File: src/hw/rtl/tpc_pkg.sv
// Package for the triangle plane clipper: payload types, codes and sizes.
package tpc_pkg;

	localparam int CoordW = 32;
	localparam int FracB = 16;
	localparam int DistW = 48;
	localparam int TBits = 31;
	localparam int NumRegs = 6;
	localparam int CfgIdxW = 3;

	localparam logic [CfgIdxW-1:0] REG_PPX = 3'd0;
	localparam logic [CfgIdxW-1:0] REG_PPY = 3'd1;
	localparam logic [CfgIdxW-1:0] REG_PPZ = 3'd2;
	localparam logic [CfgIdxW-1:0] REG_PNX = 3'd3;
	localparam logic [CfgIdxW-1:0] REG_PNY = 3'd4;
	localparam logic [CfgIdxW-1:0] REG_PNZ = 3'd5;

	typedef logic signed [CoordW-1:0] coord_t;
	typedef logic signed [DistW-1:0] dist_t;

	typedef struct packed {
		coord_t vert_x;
		coord_t vert_y;
		coord_t vert_z;
		coord_t tex_u;
		coord_t tex_v;
		coord_t tex_w;
	} vert_in_t;

	typedef struct packed {
		coord_t out_x;
		coord_t out_y;
		coord_t out_z;
		coord_t out_u;
		coord_t out_v;
		coord_t out_w;
		logic tri_end;
		logic run_end;
	} vert_out_t;

	typedef coord_t [5:0] vec6_t;

	// One classified triangle between front and back.
	typedef struct packed {
		vec6_t [2:0] v;
		dist_t [2:0] d;
	} tri_t;

endpackage

File: src/hw/rtl/tpc_front.sv
// Front part: signed plane distance per vertex and triangle assembly.
module tpc_front import tpc_pkg::*; (
	input  logic clk,
	input  logic arst_n,
	input  logic push,
	output logic full,
	input  vert_in_t in_data,
	input  coord_t [5:0] plane,
	output logic tri_valid,
	input  logic tri_ready,
	output tri_t tri_data
);

	localparam logic [1:0] F_IDLE = 2'd0;
	localparam logic [1:0] F_MUL = 2'd1;
	localparam logic [1:0] F_SUM = 2'd2;
	localparam logic [1:0] F_OUT = 2'd3;

	logic [1:0] state_q;
	logic [1:0] cnt_q;
	logic [1:0] ax_q;
	vec6_t vin_q;
	coord_t [5:0] pl_q;
	logic signed [61:0] acc_q;
	vec6_t [1:0] hv_q;
	dist_t [1:0] hd_q;
	tri_t tri_q;

	logic [2:0] pos_idx, pt_idx, nrm_idx;
	logic signed [CoordW:0] diff;
	logic [CoordW:0] dmag;
	logic [CoordW-1:0] nmag;
	logic [2*CoordW:0] prod;
	logic [2*CoordW-FracB:0] shr;
	logic [60:0] term;
	logic neg;
	logic signed [61:0] acc_next;
	dist_t dsat;

	// One axis product per cycle: magnitude multiply, shift, clamp.
	// The position x sits in the top lane of the vertex vector.
	always_comb begin
		pos_idx = 3'd5 - {1'b0, ax_q};
		pt_idx = {1'b0, ax_q};
		nrm_idx = 3'd3 + {1'b0, ax_q};
		diff = {vin_q[pos_idx][CoordW-1], vin_q[pos_idx]} -
			{pl_q[pt_idx][CoordW-1], pl_q[pt_idx]};
		dmag = diff[CoordW] ? (CoordW+1)'(-diff) : diff;
		nmag = pl_q[nrm_idx][CoordW-1] ? CoordW'(-pl_q[nrm_idx]) : pl_q[nrm_idx];
		prod = (2*CoordW+1)'(dmag * nmag);
		shr = prod[2*CoordW:FracB];
		term = (61'(shr) > 61'h1000000000000000) ?
			61'h1000000000000000 : 61'(shr);
		neg = (diff[CoordW] != pl_q[nrm_idx][CoordW-1]) && (term != '0);
		acc_next = neg ? acc_q - 62'(term) : acc_q + 62'(term);
		if (acc_q > 62'sh7FFFFFFFFFFF) dsat = 48'sh7FFFFFFFFFFF;
		else if (acc_q < -62'sh800000000000) dsat = -48'sh800000000000;
		else dsat = DistW'(acc_q);
	end

	assign full = (state_q != F_IDLE);
	assign tri_valid = (state_q == F_OUT);
	assign tri_data = tri_q;

	// Sequencer: three products, saturate, then hold or hand off.
	always_ff @(posedge clk or negedge arst_n) begin
		if (!arst_n) begin
			state_q <= F_IDLE;
			cnt_q <= '0;
			ax_q <= '0;
		end else begin
			unique case (state_q)
				F_IDLE: if (push) begin
					state_q <= F_MUL;
					ax_q <= '0;
				end
				F_MUL: begin
					ax_q <= ax_q + 2'd1;
					if (ax_q == 2'd2) state_q <= F_SUM;
				end
				F_SUM: begin
					if (cnt_q == 2'd2) begin
						state_q <= F_OUT;
						cnt_q <= '0;
					end else begin
						state_q <= F_IDLE;
						cnt_q <= cnt_q + 2'd1;
					end
				end
				F_OUT: if (tri_ready) state_q <= F_IDLE;
				default: state_q <= F_IDLE;
			endcase
		end
	end

	// Datapath registers.
	always_ff @(posedge clk) begin
		if (state_q == F_IDLE && push) begin
			vin_q <= {in_data.vert_x, in_data.vert_y, in_data.vert_z,
				in_data.tex_u, in_data.tex_v, in_data.tex_w};
			pl_q <= plane;
			acc_q <= '0;
		end
		if (state_q == F_MUL) acc_q <= acc_next;
		if (state_q == F_SUM) begin
			if (cnt_q == 2'd2) begin
				tri_q.v <= {vin_q, hv_q[1], hv_q[0]};
				tri_q.d <= {dsat, hd_q[1], hd_q[0]};
			end else begin
				hv_q[cnt_q[0]] <= vin_q;
				hd_q[cnt_q[0]] <= dsat;
			end
		end
	end

	// The vertex count is cleared whenever a triangle is handed off.
	a_cnt_clear: assert property (@(posedge clk) disable iff (!arst_n)
		state_q == F_OUT |-> cnt_q == 2'd0)
		else $error("front count not cleared on handoff");

endmodule

File: config.mk
export PLATFORM = sky130hd
export DESIGN_NAME = tpc_front
export DESIGN_NICKNAME = d
export VERILOG_FILES = /design/src/hw/rtl/tpc_pkg.sv /design/src/hw/rtl/tpc_front.sv
export SDC_FILE = /design/constraint.sdc
export NUM_CORES = 2
export LEC_CHECK = 0
export BUFFER_PORTS_ARGS = -buffer_cell sky130_fd_sc_hd__buf_2
export CAP_MARGIN = 15
export CORE_AREA = 2 2 438 440
export DETAILED_ROUTE_END_ITERATION = 7
export DIE_AREA = 0 0 440 442
export GPL_TIMING_DRIVEN = 0
export PLACE_DENSITY_LB_ADDON = 0.2
export SLEW_MARGIN = 25
export SYNTH_ARGS = -nofsm -noshare
export SYNTH_HDL_FRONTEND = slang
export SYNTH_SLANG_ARGS = --single-unit
File: constraint.sdc
create_clock -name clk -period 90.5 [get_ports clk]
set_clock_uncertainty 0.2 [all_clocks]
set_input_delay 18.1 -clock clk [delete_from_list [all_inputs] [get_ports clk]]
set_output_delay 18.1 -clock clk [all_outputs]
set_load 0.01 [all_outputs]
==> impl_metrics.json <==
{
  "synth_compound_area_share_pct": 5.232,
  "antenna_found_initial": 90,
  "synth_enable_flop_cells": 1646,
  "place_area_um2": 106400,
  "status": "completed",
  "wl_um": 376100,
  "finalHoldViolations": 0,
  "die_h_um": 442,
  "ys_seq_area_share_pct": 51.94,
  "fin_crit_sh_pct": 31.32,
  "vias": 65963,
  "wire_per_inst_um": 33.05,
  "fp.dieArea_um2": 194500,
  "boundaryPins": 1110,
  "drc": 0,
  "hold_buffers": 0,
  "cts_tree": "yes",
  "gp_congestion": 1.041,
  "cp_slowest_cell": "nor4bb_1",
  "path_class": "reg -> reg",
  "fin_crit_ps": 28340,
  "synth_top_family_by_area": "adder cells",
  "core-area_um2": 189600,
  "vias_per_cell": 5.797,
  "synth_ff_type": "edfxtp_1",
  "crit_family": "compound AO/OA/AOI/OAI gates",
  "clk_pin_slew_ps": 60,
  "grt_pass1_vias": 65503,
  "cp.arrival_ps": 28640,
  "path_buf_inv": 17,
  "fin_nets": 10337,
  "synthAdderAreaFrac_pct": 24.15,
  "drive_gt1_share_pct": 20.09,
  "cts_buffers": 160,
  "start_util_pct": 50.34,
  "hold_path_class": "reg -> reg",
  "grt.total_usage_pct": 38.57,
  "cap_violations": 0,
  "syn-num-nets": 8900,
  "grt_max_degree": 102,
  "die_x_um": 440,
  "avgSynthCellArea_um2": 13.21,
  "cpPeakStageDelay_ps": 950,
  "clock-sinks": 1652,
  "synthCells": 7226,
  "endpoint_kind": "register",
  "cts_root_buffer": "clkbuf_16",
  "fin_area_um2": 111900,
  "detailedPlace.worstSlack_ps": 62730,
  "synth_simple_gate_area_share_pct": 8.321,
  "crit_required_ps": 90800,
  "fillers": 15432,
  "cts_setup_buffers": 0,
  "slew_headroom_pct": 21.29,
  "syn_area_um2": 95440,
  "fin_ws_ps": 62160,
  "clk_latency_ps": 850,
  "core.rowCount": 160,
  "cts_resized": 0,
  "crit_top_cell": "fa_1",
  "synth_cell_type_count": 105,
  "muxShareOfSynthArea_pct": 2.691,
  "htreeDepth": 4,
  "hpwl_um": 313500,
  "path_max_fanout": 10,
  "tightest_slew_ps": 1181,
  "report.final.slew_viol_count": 0,
  "start_kind": "register",
  "overflow": 0,
  "ctsLongestPathBuffers": 3,
  "port_buffers": 1109,
  "drtIter0Drc": 7410,
  "synth-xor-area-share_pct": 2.358,
  "rsz0062_at_grt": "no",
  "synth_async_sr_flop_share_pct": 0.3632,
  "max_freq_mhz": 35.28,
  "final_cell_mix": "1646 x edfxtp_1, 1124 x buf_2, 1061 x inv_1, 927 x fa_1, 707 x nor2_1",
  "ys_seq_elements": 1652,
  "mostFrequentLayoutCell": "edfxtp_1",
  "drtPass1Iterations": 6,
  "setup_tns_ps": 0,
  "area_delta_synth_final_pct": 17.27,
  "grt_first_pass_wirelength_um": 512300,
  "drtAntennaViolNets": 0,
  "ys_warn_count": 0,
  "setup_violations": 0
}
kinds of logic after synthesis:
| group | Yosys count |
|---|---|
| AO/OA/AOI/OAI | 750 |
| buffers and inverters | 1330 |
| adder cells (fa/ha/maj) | 1286 |
| XOR/XNOR | 257 |
| AND/OR/NAND/NOR | 1814 |
| flip-flops | 1652 |
| multiplexers | 137 |
Yosys cell counts (all sizes together), types with 9 or more instances:
library cell  number  area share [%]
a21oi            223             1.2
a21o             157             1.2
nor3              56            0.31
nor2b             32            0.21
a211o             10           0.092
mux4              95             2.2
o21ai            104            0.55
inv             1063             4.2
nand3             43            0.23
a31oi             26            0.17
a211oi            22            0.19
clkbuf           233            0.92
or2               10           0.066
o211ai            18            0.16
edfxtp          1646              52
xor2             100            0.92
nor4              23            0.19
nor2             708             2.8
a221oi             9           0.089
o31ai             16            0.13
ha               359             4.7
fa               927              19
or3               17            0.12
nand4             47            0.31
nand2            695             2.7
nand2b            45            0.30
and2              57            0.38
o21bai            26            0.20
and3              25            0.16
mux2i             38            0.40
a21boi            13            0.10
and4              15            0.14
o21a              29            0.23
buf               34            0.21
xnor2            157             1.4
cell type report:
cell class	instances	area, um2	share of cell area [%]
repair buffers	1275	7236	6.465
plain buffers	267	1095	0.9781
multi-input cells	4244	41330	36.93
clock inverters	110	1211	1.082
diodes	71	177.7	0.1587
well taps	2511	3142	2.807
flip-flops and latches	1652	49580	44.29
clock buffers	185	4160	3.717
inverters	1063	3998	3.572
flip-flops by register name (all words and copies together) (netlist names):
name / cells
acc_q: 62
ax_q: 2
cnt_q: 2
vin_q: 192
hd_q: 96
hv_q: 384
state_q: 2
tri_data: 720
pl_q: 192
layer usage:
layer | GRT usage, % | up-vias | wire length (um)
met5 | 0 | - | 274
met4 | 24.72 | 40 | 29380
met3 | 9.837 | 803 | 38050
met2 | 60.98 | 3901 | 174500
met1 | 47.24 | 33883 | 133900
li1 | - | 27336 | -
through the flow:
step                      utilization (%)  std cells  hold WS (ps)
after floorplan                         -       7226         200.3
final                               59.04      11378         153.2
after detailed placement            56.10      11012         204.5
after CTS                           58.94      11307         155.2
after global placement              54.93      10846         200.4
after global routing                58.99      11344         163.4
final timing paths:
check | startpoint | to | slack, ps | depth (start not counted)
max | ax_q[0]$_DFFE_PN0P_ | acc_q[58]$_SDFFCE_PN0P_ | 62160 | 75
min | hv_q[172]$_DFFE_PP_ | tri_data[316]$_DFFE_PP_ | 150 | 0
max reg2reg | ax_q[0]$_DFFE_PN0P_ | acc_q[58]$_SDFFCE_PN0P_ | 62160 | 75
min reg2reg | hv_q[172]$_DFFE_PP_ | tri_data[316]$_DFFE_PP_ | 150 | 0
max in group asynchronous | arst_n | ax_q[0]$_DFFE_PN0P_ | 72960 | 1
min in group asynchronous | arst_n | cnt_q[0]$_DFFE_PN0N_ | 16960 | 1
Power is not shown: default switching activity piles up to over one toggle a cycle in this logic, so the estimate is an artifact.
