<file path="src/hw/rtl/tpc_pkg.sv">
// Package for the triangle plane clipper: payload types, codes and sizes.
package tpc_pkg;

	localparam int CoordW = 32;
	localparam int FracB = 16;
	localparam int DistW = 48;
	localparam int TBits = 31;
	localparam int NumRegs = 6;
	localparam int CfgIdxW = 3;

	localparam logic [CfgIdxW-1:0] REG_PPX = 3'd0;
	localparam logic [CfgIdxW-1:0] REG_PPY = 3'd1;
	localparam logic [CfgIdxW-1:0] REG_PPZ = 3'd2;
	localparam logic [CfgIdxW-1:0] REG_PNX = 3'd3;
	localparam logic [CfgIdxW-1:0] REG_PNY = 3'd4;
	localparam logic [CfgIdxW-1:0] REG_PNZ = 3'd5;

	typedef logic signed [CoordW-1:0] coord_t;
	typedef logic signed [DistW-1:0] dist_t;

	typedef struct packed {
		coord_t vert_x;
		coord_t vert_y;
		coord_t vert_z;
		coord_t tex_u;
		coord_t tex_v;
		coord_t tex_w;
	} vert_in_t;

	typedef struct packed {
		coord_t out_x;
		coord_t out_y;
		coord_t out_z;
		coord_t out_u;
		coord_t out_v;
		coord_t out_w;
		logic tri_end;
		logic run_end;
	} vert_out_t;

	typedef coord_t [5:0] vec6_t;

	// One classified triangle between front and back.
	typedef struct packed {
		vec6_t [2:0] v;
		dist_t [2:0] d;
	} tri_t;

endpackage

</file>
<file path="src/hw/rtl/tpc_queue.sv">
// Two-entry queue of classified triangles between front and back.
module tpc_queue import tpc_pkg::*; (
	input  logic clk,
	input  logic arst_n,
	input  logic wr_valid,
	output logic wr_ready,
	input  tri_t wr_data,
	output logic rd_valid,
	input  logic rd_ready,
	output tri_t rd_data
);

	tri_t [1:0] mem_q;
	logic wp_q, rp_q;
	logic [1:0] cnt_q;
	logic wr, rd;

	assign wr_ready = (cnt_q != 2'd2);
	assign rd_valid = (cnt_q != 2'd0);
	assign rd_data = mem_q[rp_q];
	assign wr = wr_valid && wr_ready;
	assign rd = rd_valid && rd_ready;

	// Pointers and fill count.
	always_ff @(posedge clk or negedge arst_n) begin
		if (!arst_n) begin
			wp_q <= 1'b0;
			rp_q <= 1'b0;
			cnt_q <= '0;
		end else begin
			if (wr) wp_q <= ~wp_q;
			if (rd) rp_q <= ~rp_q;
			cnt_q <= cnt_q + {1'b0, wr} - {1'b0, rd};
		end
	end

	always_ff @(posedge clk) begin
		if (wr) mem_q[wp_q] <= wr_data;
	end

	// The count never passes the depth, and an empty queue has matching pointers.
	a_cnt_max: assert property (@(posedge clk) disable iff (!arst_n) cnt_q != 2'd3)
		else $error("queue count overflow");
	a_ptr_empty: assert property (@(posedge clk) disable iff (!arst_n)
		cnt_q == 2'd0 |-> wp_q == rp_q)
		else $error("queue pointers disagree");

endmodule

</file>
<file path="config.mk">
export PLATFORM = sky130hd
export DESIGN_NAME = tpc_queue
export DESIGN_NICKNAME = d
export VERILOG_FILES = /design/src/hw/rtl/tpc_pkg.sv /design/src/hw/rtl/tpc_queue.sv
export SDC_FILE = /design/constraint.sdc
export NUM_CORES = 1
export LEC_CHECK = 0
export ABC_CLOCK_PERIOD_IN_PS = 42800
export BUFFER_PORTS_ARGS = -buffer_cell sky130_fd_sc_hd__buf_2
export CORE_AREA = 2 2 566 568
export CTS_BUF_LIST = sky130_fd_sc_hd__clkbuf_4
export DETAILED_ROUTE_END_ITERATION = 8
export DIE_AREA = 0 0 568 570
export GPL_ROUTABILITY_DRIVEN = 0
export GPL_TIMING_DRIVEN = 0
export PLACE_DENSITY = 0.4
export SLEW_MARGIN = 20
export SYNTH_ARGS = -nofsm -noshare
export SYNTH_HDL_FRONTEND = slang
export SYNTH_SLANG_ARGS = --single-unit
</file>
<file path="constraint.sdc">
create_clock -name clk -period 42.8 [get_ports clk]
set_input_delay 0 -clock clk [delete_from_list [all_inputs] [get_ports clk]]
set_output_delay 0 -clock clk [all_outputs]
set_load 0.02 [all_outputs]
</file>
==> results of run 1 <==
-- through the flow --
stage               cell area (µm²)  hold WS [ns]
floorplan                     52500        -0.296
global placement              64900        -0.182
detailed placement            66300        -0.181
-- cell families after synthesis --
logic type,Yosys count
buf+inv,80
flops,1444
xor+xnor,3
simple gates,10
fa+ha+maj,1
mux,720
compound gates,4
==> key figures, run 1 <==
Run status
  – Outcome: stopped before the end
  – Exit stage: 4_1_cts
  – First Err: [ERROR RSZ-0060] Max buffer count reached.

Synth
  – Leading area contributor after synthesis: edfxtp_1
  – Post-synthesis mux area share: approximately 15%
  – FFs w/ async S/R, synth: less than 1%
  – Synth Cell Area: roughly 52000 µm²
  – Synth warnings: 0
  – Seq cells post-synth: between 1000 and 1500
  – Compound-gate portion of the synthesized area: less than 1%
  – Synth Flop Type: edfxtp_1
  – Top-count cell post-synth: edfxtp_1
  – Adder-cell area share of the yosys netlist: 0.0239%
  – Top cells by area, synth: edfxtp_1 82%, mux2_2 15%, buf_6 1.7%, dfrtp_1 0.19%, xnor2_1 0.050%
  – Synth cell count leaders: 1440 x edfxtp_1, 720 x mux2_2, 77 x buf_6, 4 x dfrtp_1
  – Mapped Cells: 2262
  – Simple-gate share of the synthesized area: less than 1%
  – Post-synthesis sequential area ratio: between 80% and 90%
  – Syn Area/Cell: 23.2 µm²
  – Post-synth top area share: between 80 and 90%
  – Netlist cell types: 18
  – Post-Synth XOR/XNOR Area: less than 1%
  – Synthesized net count: 2987
  – Number of flops mapped to enable cells by yosys: 1440
  – Largest family of logic cells by synthesized area: multiplexers

Floorplanning
  – # IOs: around 1400
  – DIE WIDTH: 568 µm
  – Starting density of the core: 16.5%
  – Row cnt: 207
  – DIE HEIGHT: approximately 570 µm

Place
  – Port Buffers: about 1400
  – HPWL Detailed: roughly 170000 µm
  – Placed cells: 7943
  – Place WS: between 30 and 40 ns

Clocking
  – Sink Count: 1444
  – CTS Buf Count: around 400
  – H-tree levels: 5
  – Hold buffer count at cts: 1728
  – Maximum root-to-sink buffer count: 4
  – Postcts setup bufs: 0
  – CTS Root Cell: clkbuf_4
  – Cts repair resizes: 0
==> run 2: changes to the inputs <==
- CORE_AREA: 2 2 566 568 -> 2 2 568 570
- CTS_BUF_LIST: sky130_fd_sc_hd__clkbuf_4 -> not set
- DIE_AREA: 0 0 568 570 -> 0 0 570 572
- PLACE_DENSITY: 0.4 -> not set
- PLACE_DENSITY_LB_ADDON: not set -> 0.15
==> run 2 against run 1 <==
The run now ends clean. Synthesized area unchanged. Synthesized cell count stayed put.
==> key figures, run 2 <==
Run status
  – Outcome: finished clean (was stopped before the end)

Timing
  – Fmax achieved: roughly 300 MHz
  – RSZ-0062 raised after global routing: no
  – Final period util: roughly 7.8%
  – Fin. max-slew vios: 0
  – Clk_skew: 0.0561 ns
  – Fin. Hold Viols: 0
  – Worst-Margin Slew: 0.490 ns
  – Fin crit period: approximately 3.3 ns
  – Setup TNS: 0 ns
  – Setup Viol. Count Final: 0
  – Relative slew margins: 67.3%

Critical path
  – Startpoint types: flip-flop
  – Critical-path maximum fanout: 21
  – Crit-path slowest cell: dfrtp_1
  – Worst Path Required: 43.30 ns
  – Worst EP arrival: 3.83 ns
  – Worst Reg-to-Reg Cells: 13
  – Crit path buffers/inverters: 10
  – Reg2reg end: mem_q[696]
  – Max stage delay on crit path: around 0.44 ns
  – CP dominant cell by count: buf_16
  – Top Family by Delay on Critical Path: buffers and inverters
  – FF-to-FF setup slack: roughly 40 ns
  – Critical Setup Path Class: reg -> reg
  – Crit path cell chain: nand2b_1 -> nand2_1 -> nor2_4 -> buf_16 -> buf_16 -> buf_16 -> buf_12 -> buf_16 -> buf_16 -> buf_16 -> buf_16 -> buf_12 -> buf_12
  – Crit path capture type: flip-flop
  – FF-to-FF Start: cnt_q[0]
  – Crit path depth: 13

Synth
  – Mapped Cells: 2262 (unchanged)
  – Seq cells post-synth: 1444 (unchanged)
  – Synth cell count leaders: 1440 x edfxtp_1, 720 x mux2_2, 77 x buf_6, 4 x dfrtp_1 (unchanged)
  – Post-synthesis sequential area ratio: 82.6% (unchanged)
  – Number of flops mapped to enable cells by yosys: 1440 (unchanged)
  – FFs w/ async S/R, synth: 0.277% (unchanged)
  – Top cells by area, synth: edfxtp_1 82%, mux2_2 15%, buf_6 1.7%, dfrtp_1 0.19%, xnor2_1 0.050% (unchanged)
  – Netlist cell types: 18 (unchanged)
  – Synth warnings: 0 (unchanged)
  – Leading area contributor after synthesis: edfxtp_1 (unchanged)
  – Top-count cell post-synth: edfxtp_1 (unchanged)
  – Synthesized net count: 2987 (unchanged)
  – Syn Area/Cell: 23.2 µm² (unchanged)
  – Synth Cell Area: 52500 µm² (unchanged)
  – Post-synth top area share: 82.4% (unchanged)
  – Synth Flop Type: edfxtp_1 (unchanged)

Final layout
  – Highest-count cells in the layout ignoring fill and taps: 1448 x buf_2, 1440 x edfxtp_1, 1400 x dlygate4sd3_1, 720 x mux2_2, 183 x clkbuf_16
  – Area Growth Syn to Fin: 63.9%
  – Fin cells: around 10000
  – Commonest non-fill, non-tap cell in the layout: buf_2
  – Final nets: slightly above 6000
  – Share of cells above drive strength 1: between 40% and 50%
  – Max reg flops: roughly 1400
  – Top Registers: mem_q: 1440 flops, cnt_q: 2 flops
  – Fin area: approximately 86000 µm²
  – Reg with most FFs: mem_q
  – Final core occ: around 27%

Floorplanning
  – DIE HEIGHT: 572 µm (was 570 µm)
  – DIE WIDTH: 570 µm (was 568 µm)
  – Core area: between 300000 and 400000 µm²
  – # IOs: 1446 (unchanged)
  – Starting density of the core: 16.4% (was 16.5%)
  – Row cnt: 208 (was 207)
  – Die footprint: ~330000 µm²

Clocking
  – CTS Buf Count: 181 (was 409)
  – CTS Root Cell: clkbuf_16 (was clkbuf_4)
  – Maximum root-to-sink buffer count: 4 (unchanged)
  – Postcts setup bufs: 0 (unchanged)
  – CTS tree: built
  – Clk_lat worst skew: about 0.84 ns
  – Clk pin slew, worst setup/hold paths: approximately 0.06 ns
  – Sink Count: 1444 (unchanged)
  – H-tree levels: 4 (was 5)

Global routing
  – Overall routing resource usage: around an eighth
  – Largest net degree at the start of global routing: 45
  – GR Overflow Total: 0
  – Initial antenna violation count: ~110
  – First-pass GRT wire length: 278000 µm
  – Vias in the first global route: 36100

Place
  – Port Buffers: 1445 (unchanged)
  – HPWL Detailed: 160000 µm (was 169000 µm)
  – Placed Area: 66500 µm² (was 66300 µm²)
  – Placed cells: 7970 (was 7943)

Power
  – Final Power: between 5 and 6 mW
  – Peak supply drop: roughly 0.000035 V
  – Power Density: 63.8 nW/µm²
  – Leak: about 32 nW

Detailed routing
  – Met3 routed WL: slightly above 20000 µm
  – Vias/cell: about 3.5
  – DR vias: approximately 34000
  – Met2 routed WL: between 90000 and 100000 µm
  – Routed len/inst: roughly 21 µm
  – DRT iter0 DRCs: around 1500
  – Routed WL: 207000 µm
  – M1 wire length: 79800 µm
  – DR pass1 iterations: 4
  – Highest routed layer: met5
  – DRC violation count after routing: 0
  – Antenna viol nets, final: 0

Hold path
  – Worst Hold End: mem_q[597]
  – Min-Delay Path Depth: 2
  – Origin of the worst min-delay path: wr_data[597]
  – Min-Delay Path Class: in -> reg

Job
  – Max-capacitance violation count: 0
-- run 2: worst max path at each step --
stage | start | end | slack (ns)
final | cnt_q[0] | mem_q[696] | 39.47
after global routing | cnt_q[0] | mem_q[714] | 39.23
after CTS | cnt_q[0] | mem_q[696] | 39.38
after detailed placement | cnt_q[0] | mem_q[623] | 39.37
after global placement | cnt_q[0] | mem_q[108] | -17.16
after floorplan | cnt_q[0] | mem_q[0] | 10.41
-- run 2: what timing repair did --
action,in CTS,in global routing
gates resized for setup,0,0
hold buffers,1400,0
endpoints found under the hold margin,1509,0
-- run 2: kinds of logic after synthesis --
kind of cell / after synthesis / share of synthesized area, %
AOI/OAI and AO/OA: 4 / 0.0596
xor gates and xnor gates: 3 / 0.0501
adders and majority gates: 1 / 0.0239
buffers and inverters: 80 / 1.68
DFF: 1444 / 82.6
muxes: 720 / 15.5
and+or+nand+nor: 10 / 0.0931
-- run 2: stage by stage --
step           hold WS, ns  setup slack [ns]
2_1_floorplan       -0.296             10.41
3_3_place_gp        -0.179            -17.16
3_5_place_dp        -0.178             39.37
4_1_cts           0.000813             39.38
5_1_grt            0.00941             39.23
6_report            0.0554             39.47
-- run 2: layout make-up --
| cell class | count | area, µm² |
|---|---|---|
| fillers | 33200 | 234000 |
| clock inverters | 85 | 614 |
| diodes | 40 | 100 |
| flip-flops and latches | 1444 | 43300 |
| clock buffers | 233 | 4770 |
| multi-input cells | 738 | 8240 |
| repair buffers | 2908 | 22800 |
| well taps | 4200 | 5260 |
| plain buffers | 80 | 882 |
-- run 2: routing by layer --
metal / global-route usage, % / vias up
met5: 0 / -
met4: 4.28 / 58
met3: 5.07 / 339
met2: 20.6 / 1247
met1: 13.6 / 16700
li1: - / 15400
-- run 2: report_power, final --
part           switching [mW]  internal [mW]
clock network           0.605          0.809
registers              0.0532           1.92
logic                    1.30          0.796
(Power assumes the default switching activity.)
