==> config.mk <==
export PLATFORM = sky130hd
export DESIGN_NAME = tpc_back
export DESIGN_NICKNAME = d
export VERILOG_FILES = /design/src/hw/rtl/tpc_pkg.sv /design/src/hw/rtl/tpc_back.sv
export SDC_FILE = /design/constraint.sdc
export NUM_CORES = 2
export LEC_CHECK = 0
export ABC_CLOCK_PERIOD_IN_PS = 44800
export BUFFER_PORTS_ARGS = -buffer_cell sky130_fd_sc_hd__buf_4
export CAP_MARGIN = 20
export CORE_ASPECT_RATIO = 1.75
export CORE_UTILIZATION = 40
export DETAILED_ROUTE_END_ITERATION = 10
export HOLD_SLACK_MARGIN = 0.02
export SYNTH_ARGS = -nofsm -noshare
export SYNTH_HDL_FRONTEND = slang
export SYNTH_SLANG_ARGS = --single-unit
==> constraint.sdc <==
create_clock -name clk -period 44.8 [get_ports clk]
set_input_delay 6.72 -clock clk [delete_from_list [all_inputs] [get_ports clk]]
set_output_delay 6.72 -clock clk [all_outputs]
set_load 0.05 [all_outputs]
==> src/hw/rtl/tpc_pkg.sv <==
// Package for the triangle plane clipper: payload types, codes and sizes.
package tpc_pkg;

	localparam int CoordW = 32;
	localparam int FracB = 16;
	localparam int DistW = 48;
	localparam int TBits = 31;
	localparam int NumRegs = 6;
	localparam int CfgIdxW = 3;

	localparam logic [CfgIdxW-1:0] REG_PPX = 3'd0;
	localparam logic [CfgIdxW-1:0] REG_PPY = 3'd1;
	localparam logic [CfgIdxW-1:0] REG_PPZ = 3'd2;
	localparam logic [CfgIdxW-1:0] REG_PNX = 3'd3;
	localparam logic [CfgIdxW-1:0] REG_PNY = 3'd4;
	localparam logic [CfgIdxW-1:0] REG_PNZ = 3'd5;

	typedef logic signed [CoordW-1:0] coord_t;
	typedef logic signed [DistW-1:0] dist_t;

	typedef struct packed {
		coord_t vert_x;
		coord_t vert_y;
		coord_t vert_z;
		coord_t tex_u;
		coord_t tex_v;
		coord_t tex_w;
	} vert_in_t;

	typedef struct packed {
		coord_t out_x;
		coord_t out_y;
		coord_t out_z;
		coord_t out_u;
		coord_t out_v;
		coord_t out_w;
		logic tri_end;
		logic run_end;
	} vert_out_t;

	typedef coord_t [5:0] vec6_t;

	// One classified triangle between front and back.
	typedef struct packed {
		vec6_t [2:0] v;
		dist_t [2:0] d;
	} tri_t;

endpackage

==> src/hw/rtl/tpc_back.sv <==
// Back part: picks the output vertex sequence, divides for t and lerps.
module tpc_back import tpc_pkg::*; (
	input  logic clk,
	input  logic arst_n,
	input  logic tri_valid,
	output logic tri_ready,
	input  tri_t tri_data,
	output logic empty,
	input  logic pop,
	output vert_out_t res
);

	localparam logic [2:0] B_IDLE = 3'd0;
	localparam logic [2:0] B_PICK = 3'd1;
	localparam logic [2:0] B_NORM = 3'd2;
	localparam logic [2:0] B_DIV = 3'd3;
	localparam logic [2:0] B_LERP = 3'd4;
	localparam logic [2:0] B_OUT = 3'd5;

	logic [2:0] state_q;
	tri_t t_q;
	logic [2:0] n_q;    // number of outputs
	logic [2:0] k_q;    // current output index
	logic [2:0] lane_q;
	// Per output: source A, source B, crossing flag.
	logic [1:0] sa, sb;
	logic cr;
	logic [DistW-1:0] num_q, den_q;
	logic [TBits:0] t_q2;
	logic [TBits+1:0] rem_q;
	logic [5:0] bit_q;
	vec6_t acc_v_q;
	vert_out_t out_q;

	logic [2:0] ins;
	logic [1:0] ni;
	logic [1:0] i0, i1, o0, o1;

	// Classify: inside flags, first/second inside and outside indexes.
	always_comb begin
		ins = {~t_q.d[2][DistW-1], ~t_q.d[1][DistW-1], ~t_q.d[0][DistW-1]};
		ni = 2'(ins[0]) + 2'(ins[1]) + 2'(ins[2]);
		i0 = ins[0] ? 2'd0 : (ins[1] ? 2'd1 : 2'd2);
		i1 = (ins[0] && ins[1]) ? 2'd1 : 2'd2;
		o0 = !ins[0] ? 2'd0 : (!ins[1] ? 2'd1 : 2'd2);
		o1 = (!ins[0] && !ins[1]) ? 2'd1 : 2'd2;
		sa = 2'(k_q);
		sb = 2'd0;
		cr = 1'b0;
		if (ni == 2'd1) begin
			sa = i0;
			unique case (k_q)
				3'd0: cr = 1'b0;
				3'd1: begin cr = 1'b1; sb = o0; end
				default: begin cr = 1'b1; sb = o1; end
			endcase
		end else if (ni == 2'd2) begin
			unique case (k_q)
				3'd0: sa = i0;
				3'd1: sa = i1;
				3'd2: begin sa = i0; sb = o0; cr = 1'b1; end
				3'd3: sa = i1;
				3'd4: begin sa = i0; sb = o0; cr = 1'b1; end
				default: begin sa = i1; sb = o0; cr = 1'b1; end
			endcase
		end
	end

	logic [DistW:0] den_full;
	logic [TBits+1:0] trial;
	logic [2:0] lane_idx;
	logic signed [CoordW:0] ldiff;
	logic [CoordW:0] lmag;
	logic [CoordW+TBits:0] lprod;
	logic [CoordW:0] lr;
	coord_t lres;

	// Restoring divide step and one lerp lane per cycle.
	// The dividend is num << 31: 33 bits of num, then 31 zero bits.
	always_comb begin
		den_full = {1'b0, t_q.d[sa]} + {1'b0, -t_q.d[sb]};
		trial = {rem_q[TBits:0], (bit_q >= 6'd31) ? num_q[bit_q - 6'd31] : 1'b0};
		lane_idx = 3'd5 - lane_q;
		ldiff = {t_q.v[sb][lane_idx][CoordW-1], t_q.v[sb][lane_idx]} -
			{t_q.v[sa][lane_idx][CoordW-1], t_q.v[sa][lane_idx]};
		lmag = ldiff[CoordW] ? (CoordW+1)'(-ldiff) : ldiff;
		lprod = (CoordW+TBits+1)'(lmag * t_q2);
		lr = lprod[CoordW+TBits:TBits];
		lres = ldiff[CoordW] ? CoordW'(t_q.v[sa][lane_idx] - CoordW'(lr))
			: CoordW'(t_q.v[sa][lane_idx] + CoordW'(lr));
	end

	assign tri_ready = (state_q == B_IDLE);
	assign empty = (state_q != B_OUT);
	assign res = out_q;

	always_ff @(posedge clk or negedge arst_n) begin
		if (!arst_n) begin
			state_q <= B_IDLE;
			k_q <= '0;
			n_q <= '0;
		end else begin
			unique case (state_q)
				B_IDLE: if (tri_valid) state_q <= B_PICK;
				B_PICK: begin
					k_q <= '0;
					n_q <= (ni == 2'd3) ? 3'd3 : (ni == 2'd2) ? 3'd6 : (ni == 2'd1) ? 3'd3 : 3'd0;
					state_q <= (ni == 2'd0) ? B_IDLE : B_NORM;
				end
				B_NORM: begin
					if (!cr) state_q <= B_OUT;
					else if (den_q[DistW-1:32] == '0) state_q <= B_DIV;
				end
				B_DIV: if (bit_q == 6'd0) state_q <= B_LERP;
				B_LERP: if (lane_q == 3'd5) state_q <= B_OUT;
				B_OUT: if (pop) begin
					k_q <= k_q + 3'd1;
					state_q <= (k_q + 3'd1 == n_q) ? B_IDLE : B_NORM;
				end
				default: state_q <= B_IDLE;
			endcase
		end
	end

	// Datapath: normalize, divide, lerp, output register.
	always_ff @(posedge clk) begin
		if (state_q == B_IDLE && tri_valid) t_q <= tri_data;
		if (state_q == B_PICK || (state_q == B_OUT && pop)) begin
			num_q <= '0;
			den_q <= '1;
		end
		if (state_q == B_NORM) begin
			if (!cr) begin
				out_q <= {t_q.v[sa], (k_q == 3'd2 || k_q == 3'd5),
					(k_q + 3'd1 == n_q)};
			end else if (num_q == '0 && den_q == '1) begin
				num_q <= t_q.d[sa];
				den_q <= den_full[DistW-1:0];
			end else if (den_q[DistW-1:32] != '0) begin
				num_q <= num_q >> 1;
				den_q <= den_q >> 1;
			end else begin
				rem_q <= '0;
				t_q2 <= '0;
				bit_q <= 6'd63;
			end
		end
		if (state_q == B_DIV) begin
			if (trial >= (TBits+2)'(den_q[31:0])) begin
				rem_q <= trial - (TBits+2)'(den_q[31:0]);
				t_q2 <= {t_q2[TBits-1:0], 1'b1};
			end else begin
				rem_q <= trial;
				t_q2 <= {t_q2[TBits-1:0], 1'b0};
			end
			bit_q <= bit_q - 6'd1;
			lane_q <= '0;
		end
		if (state_q == B_LERP) begin
			acc_v_q[lane_idx] <= lres;
			lane_q <= lane_q + 3'd1;
			if (lane_q == 3'd5)
				out_q <= {acc_v_q[5:1], lres, (k_q == 3'd2 || k_q == 3'd5),
					(k_q + 3'd1 == n_q)};
		end
	end

	// A presented vertex always lies within the triangle's output count.
	a_out_idx: assert property (@(posedge clk) disable iff (!arst_n)
		state_q == B_OUT |-> k_q < n_q)
		else $error("output index past count");

endmodule

==> results_dict.tcl <==
set metrics [dict create \
    max-slew-margin-rel_pct 12.4 \
    cts_sinks 1252 \
    cp.arrival_ps 24180 \
    setup.worst_path.end "acc_v_q[127]" \
    core_area_mm2 0.240 \
    area_growth_pct 15.8 \
    ctsResizeCount 0 \
    tightest_slew_ps 1310 \
    synth-edff-count 953 \
    drtIter0Drc 7767 \
    worstSetupPathType "flip-flop to flip-flop" \
    start_util_pct 40.2 \
    holdCritPathClass "flip-flop to flip-flop" \
    syn-cell-area_mm2 0.0964 \
    crit_path_max_incr_delay_ps 820 \
    crit_cells 62 \
    final_area_mm2 0.112 \
    overflow 0 \
    row_count 238 \
    n_fill_cell 22600 \
    synth_nets 11600 \
    yosysUniqueCellTypes 100 \
    critical_path_required_ps 45380 \
    drive_gt1_share_pct 15.3 \
    crit_family "compound AO/OA/AOI/OAI gates" \
    crit_fanout 54 \
    die_y_um 651 \
    rrSetupSlack_ps 21200 \
    grt_pass1_vias 81400 \
    clockBufferDepth 3 \
    drc_errors 0 \
    synthFlopType "edfxtp_1" \
    die_w_um 373 \
    setup-tns-final_ps 0 \
    start_kind "flip-flop" \
    grt_antenna_before_repair 69 \
    cts-hold-fix-buffers 0 \
    drtPass1Iterations 6 \
    yosys_warnings 0 \
    setup_viol 0 \
    multi_input_area_mm2 0.0561 \
    grt_max_degree 111 \
    grt_pass1_wl_um 616000 \
    synth_area_per_cell_um2 10.1 \
    cp_num_buf_inv 10 \
    r2r_cells 62 \
    hpwlAfterDp_um 348000 \
    drtAntennaViolNets 0 \
    slew_viol_final 0 \
    grt_use_total_pct 36.0 \
    r2r_start "t_q[95]" \
    cpMaxStageDelayCell "mux2i_1" \
    critPathLaunch "t_q[95]" \
    outcome "complete, no violations" \
    io_buffers 919 \
    cts_made_buffers 119 \
    via_per_inst 5.90 \
    cts_setup_buffers 0 \
    seq_area_mm2 0.0346 \
    fmax_mhz 42.4 \
    gp_congestion 1.03 \
    hold_violations 0 \
    fin_worst_skew_ps 96.9 \
    synth_seq_cells 1252 \
    die-area_mm2 0.243 \
    cts_tree "built" \
    placed_cell_area_mm2 0.107 \
    routedWlPerCell_um 32.7 \
    clk_pin_slew_worst_paths_ps 70 \
    insertion_delay_ps 830 \
    cp_common_cell "fa_1" \
    syn_inst 9558 \
    io_pins 920 \
    routed_wl_um 441000 \
    synth-seq-area-share_pct 36.0 \
    via_count 79600 \
    end_kind "flip-flop" \
    maxCapViolations 0 \
    period_share_pct 52.7 \
    r2r_end "acc_v_q[127]" \
    cts_root_buf "clkbuf_16" \
    async_flop_share_pct 0.719 \
    h-tree-depth 3 \
    period_needed_ps 23600 \
    rsz0062_at_grt "no" \
    nets 12300 \
]
[registers in the layout, summed over array words and instances (netlist names)]
register  flops
state_q       3
num_q        48
den_q        48
rem_q        32
res         194
acc_v_q     160
t_q         720
bit_q         6
lane_q        3
n_q           3
k_q           3
t_q2         32
[how the worst min path moves through the flow]
stage                  from        to  slack (ps)  depth (start not counted)
6_report        acc_v_q[80]   res[82]         430                          2
3_3_place_gp    acc_v_q[57]   res[59]         450                          2
4_1_cts         acc_v_q[80]   res[82]         430                          2
2_1_floorplan  acc_v_q[127]  res[129]         450                          2
5_1_grt         acc_v_q[80]   res[82]         480                          2
3_5_place_dp        res[59]   res[59]         460                          2
[synthesized netlist by cell type, types with 60 or more instances]
library cell	count	area, um^2
a211oi_1	69	518
a21o_1	100	751
a21oi_1	738	3690
a22oi_1	207	1550
and2_1	493	3080
buf_1	68	255
clkbuf_1	504	1890
dfxtp_1	290	5810
edfxtp_1	953	28600
fa_1	929	18600
ha_1	404	5050
inv_1	1089	4090
mux2i_1	292	2920
mux4_2	98	2210
nand2_1	1378	5170
nand3_1	63	315
nand4_1	72	450
nor2_1	280	1050
o21ai_0	575	2880
o22ai_1	60	375
xnor2_1	134	1170
xor2_1	78	683
[per-layer routing]
layer	GRT usage [%]	wire length, um
met1	37.8	145000
met2	60.1	212000
met3	7.88	35300
met4	33.3	49200
met5	0.0993	170
[tightest hold or removal path: cells and delay by family (launching register included)]
family,cells,cell delay (ps)
AO/OA/AOI/OAI,2,130
flip-flops,1,320
[cell type report]
| type | count | area share (%) |
|---|---|---|
| clock buffer | 149 | 2.94 |
| sequential | 1252 | 31.1 |
| antenna | 60 | 0.135 |
| tap | 3120 | 3.50 |
| multi-input combinational | 6635 | 50.2 |
| clock inverter | 77 | 0.795 |
| inverter | 1090 | 3.67 |
| timing repair buffer | 1124 | 7.67 |
[stage by stage]
stage	worst slack [ps]	hold slack [ps]	util, %	std cells
2_1_floorplan	20780	446	-	9558
3_3_place_gp	21790	453	44.6	13200
3_5_place_dp	21760	463	44.7	13200
4_1_cts	21650	432	46.4	13400
5_1_grt	20230	480	46.5	13500
6_report	21200	432	46.5	13500
[cells by family after synthesis]
kind of cell,after synthesis,synth area share (%)
simple gates,2622,12.7
compound gates,2069,12.9
buf+inv,1671,6.53
fa+ha+maj,1334,24.6
flops,1252,36.0
mux,396,5.39
xor+xnor,214,1.97
[layout by cell type (no fill, tap or decap), types with 24 or more instances in the layout]
master	n
ha_1	404
a211oi_1	67
nor3_1	56
a31oi_1	48
mux4_2	98
diode_2	60
clkbuf_16	121
dfxtp_1	290
o31ai_1	24
nand4_1	72
edfxtp_1	953
nand2b_1	43
and3_1	30
or3_1	32
nor4_1	38
mux2i_1	290
a22oi_1	207
a21o_1	100
o21a_1	38
xor2_1	64
inv_1	1089
and2_1	487
o21bai_1	34
fa_1	929
nor2_1	275
nand3_1	62
nand2_1	1377
a21oi_1	737
buf_4	1108
nor2b_1	55
o21ai_0	569
clkinv_2	25
xnor2_1	110
o22ai_1	60
Power is left out: the tool's default activity adds up to more than one toggle a clock period on the data nets, which glitch-free logic cannot reach.
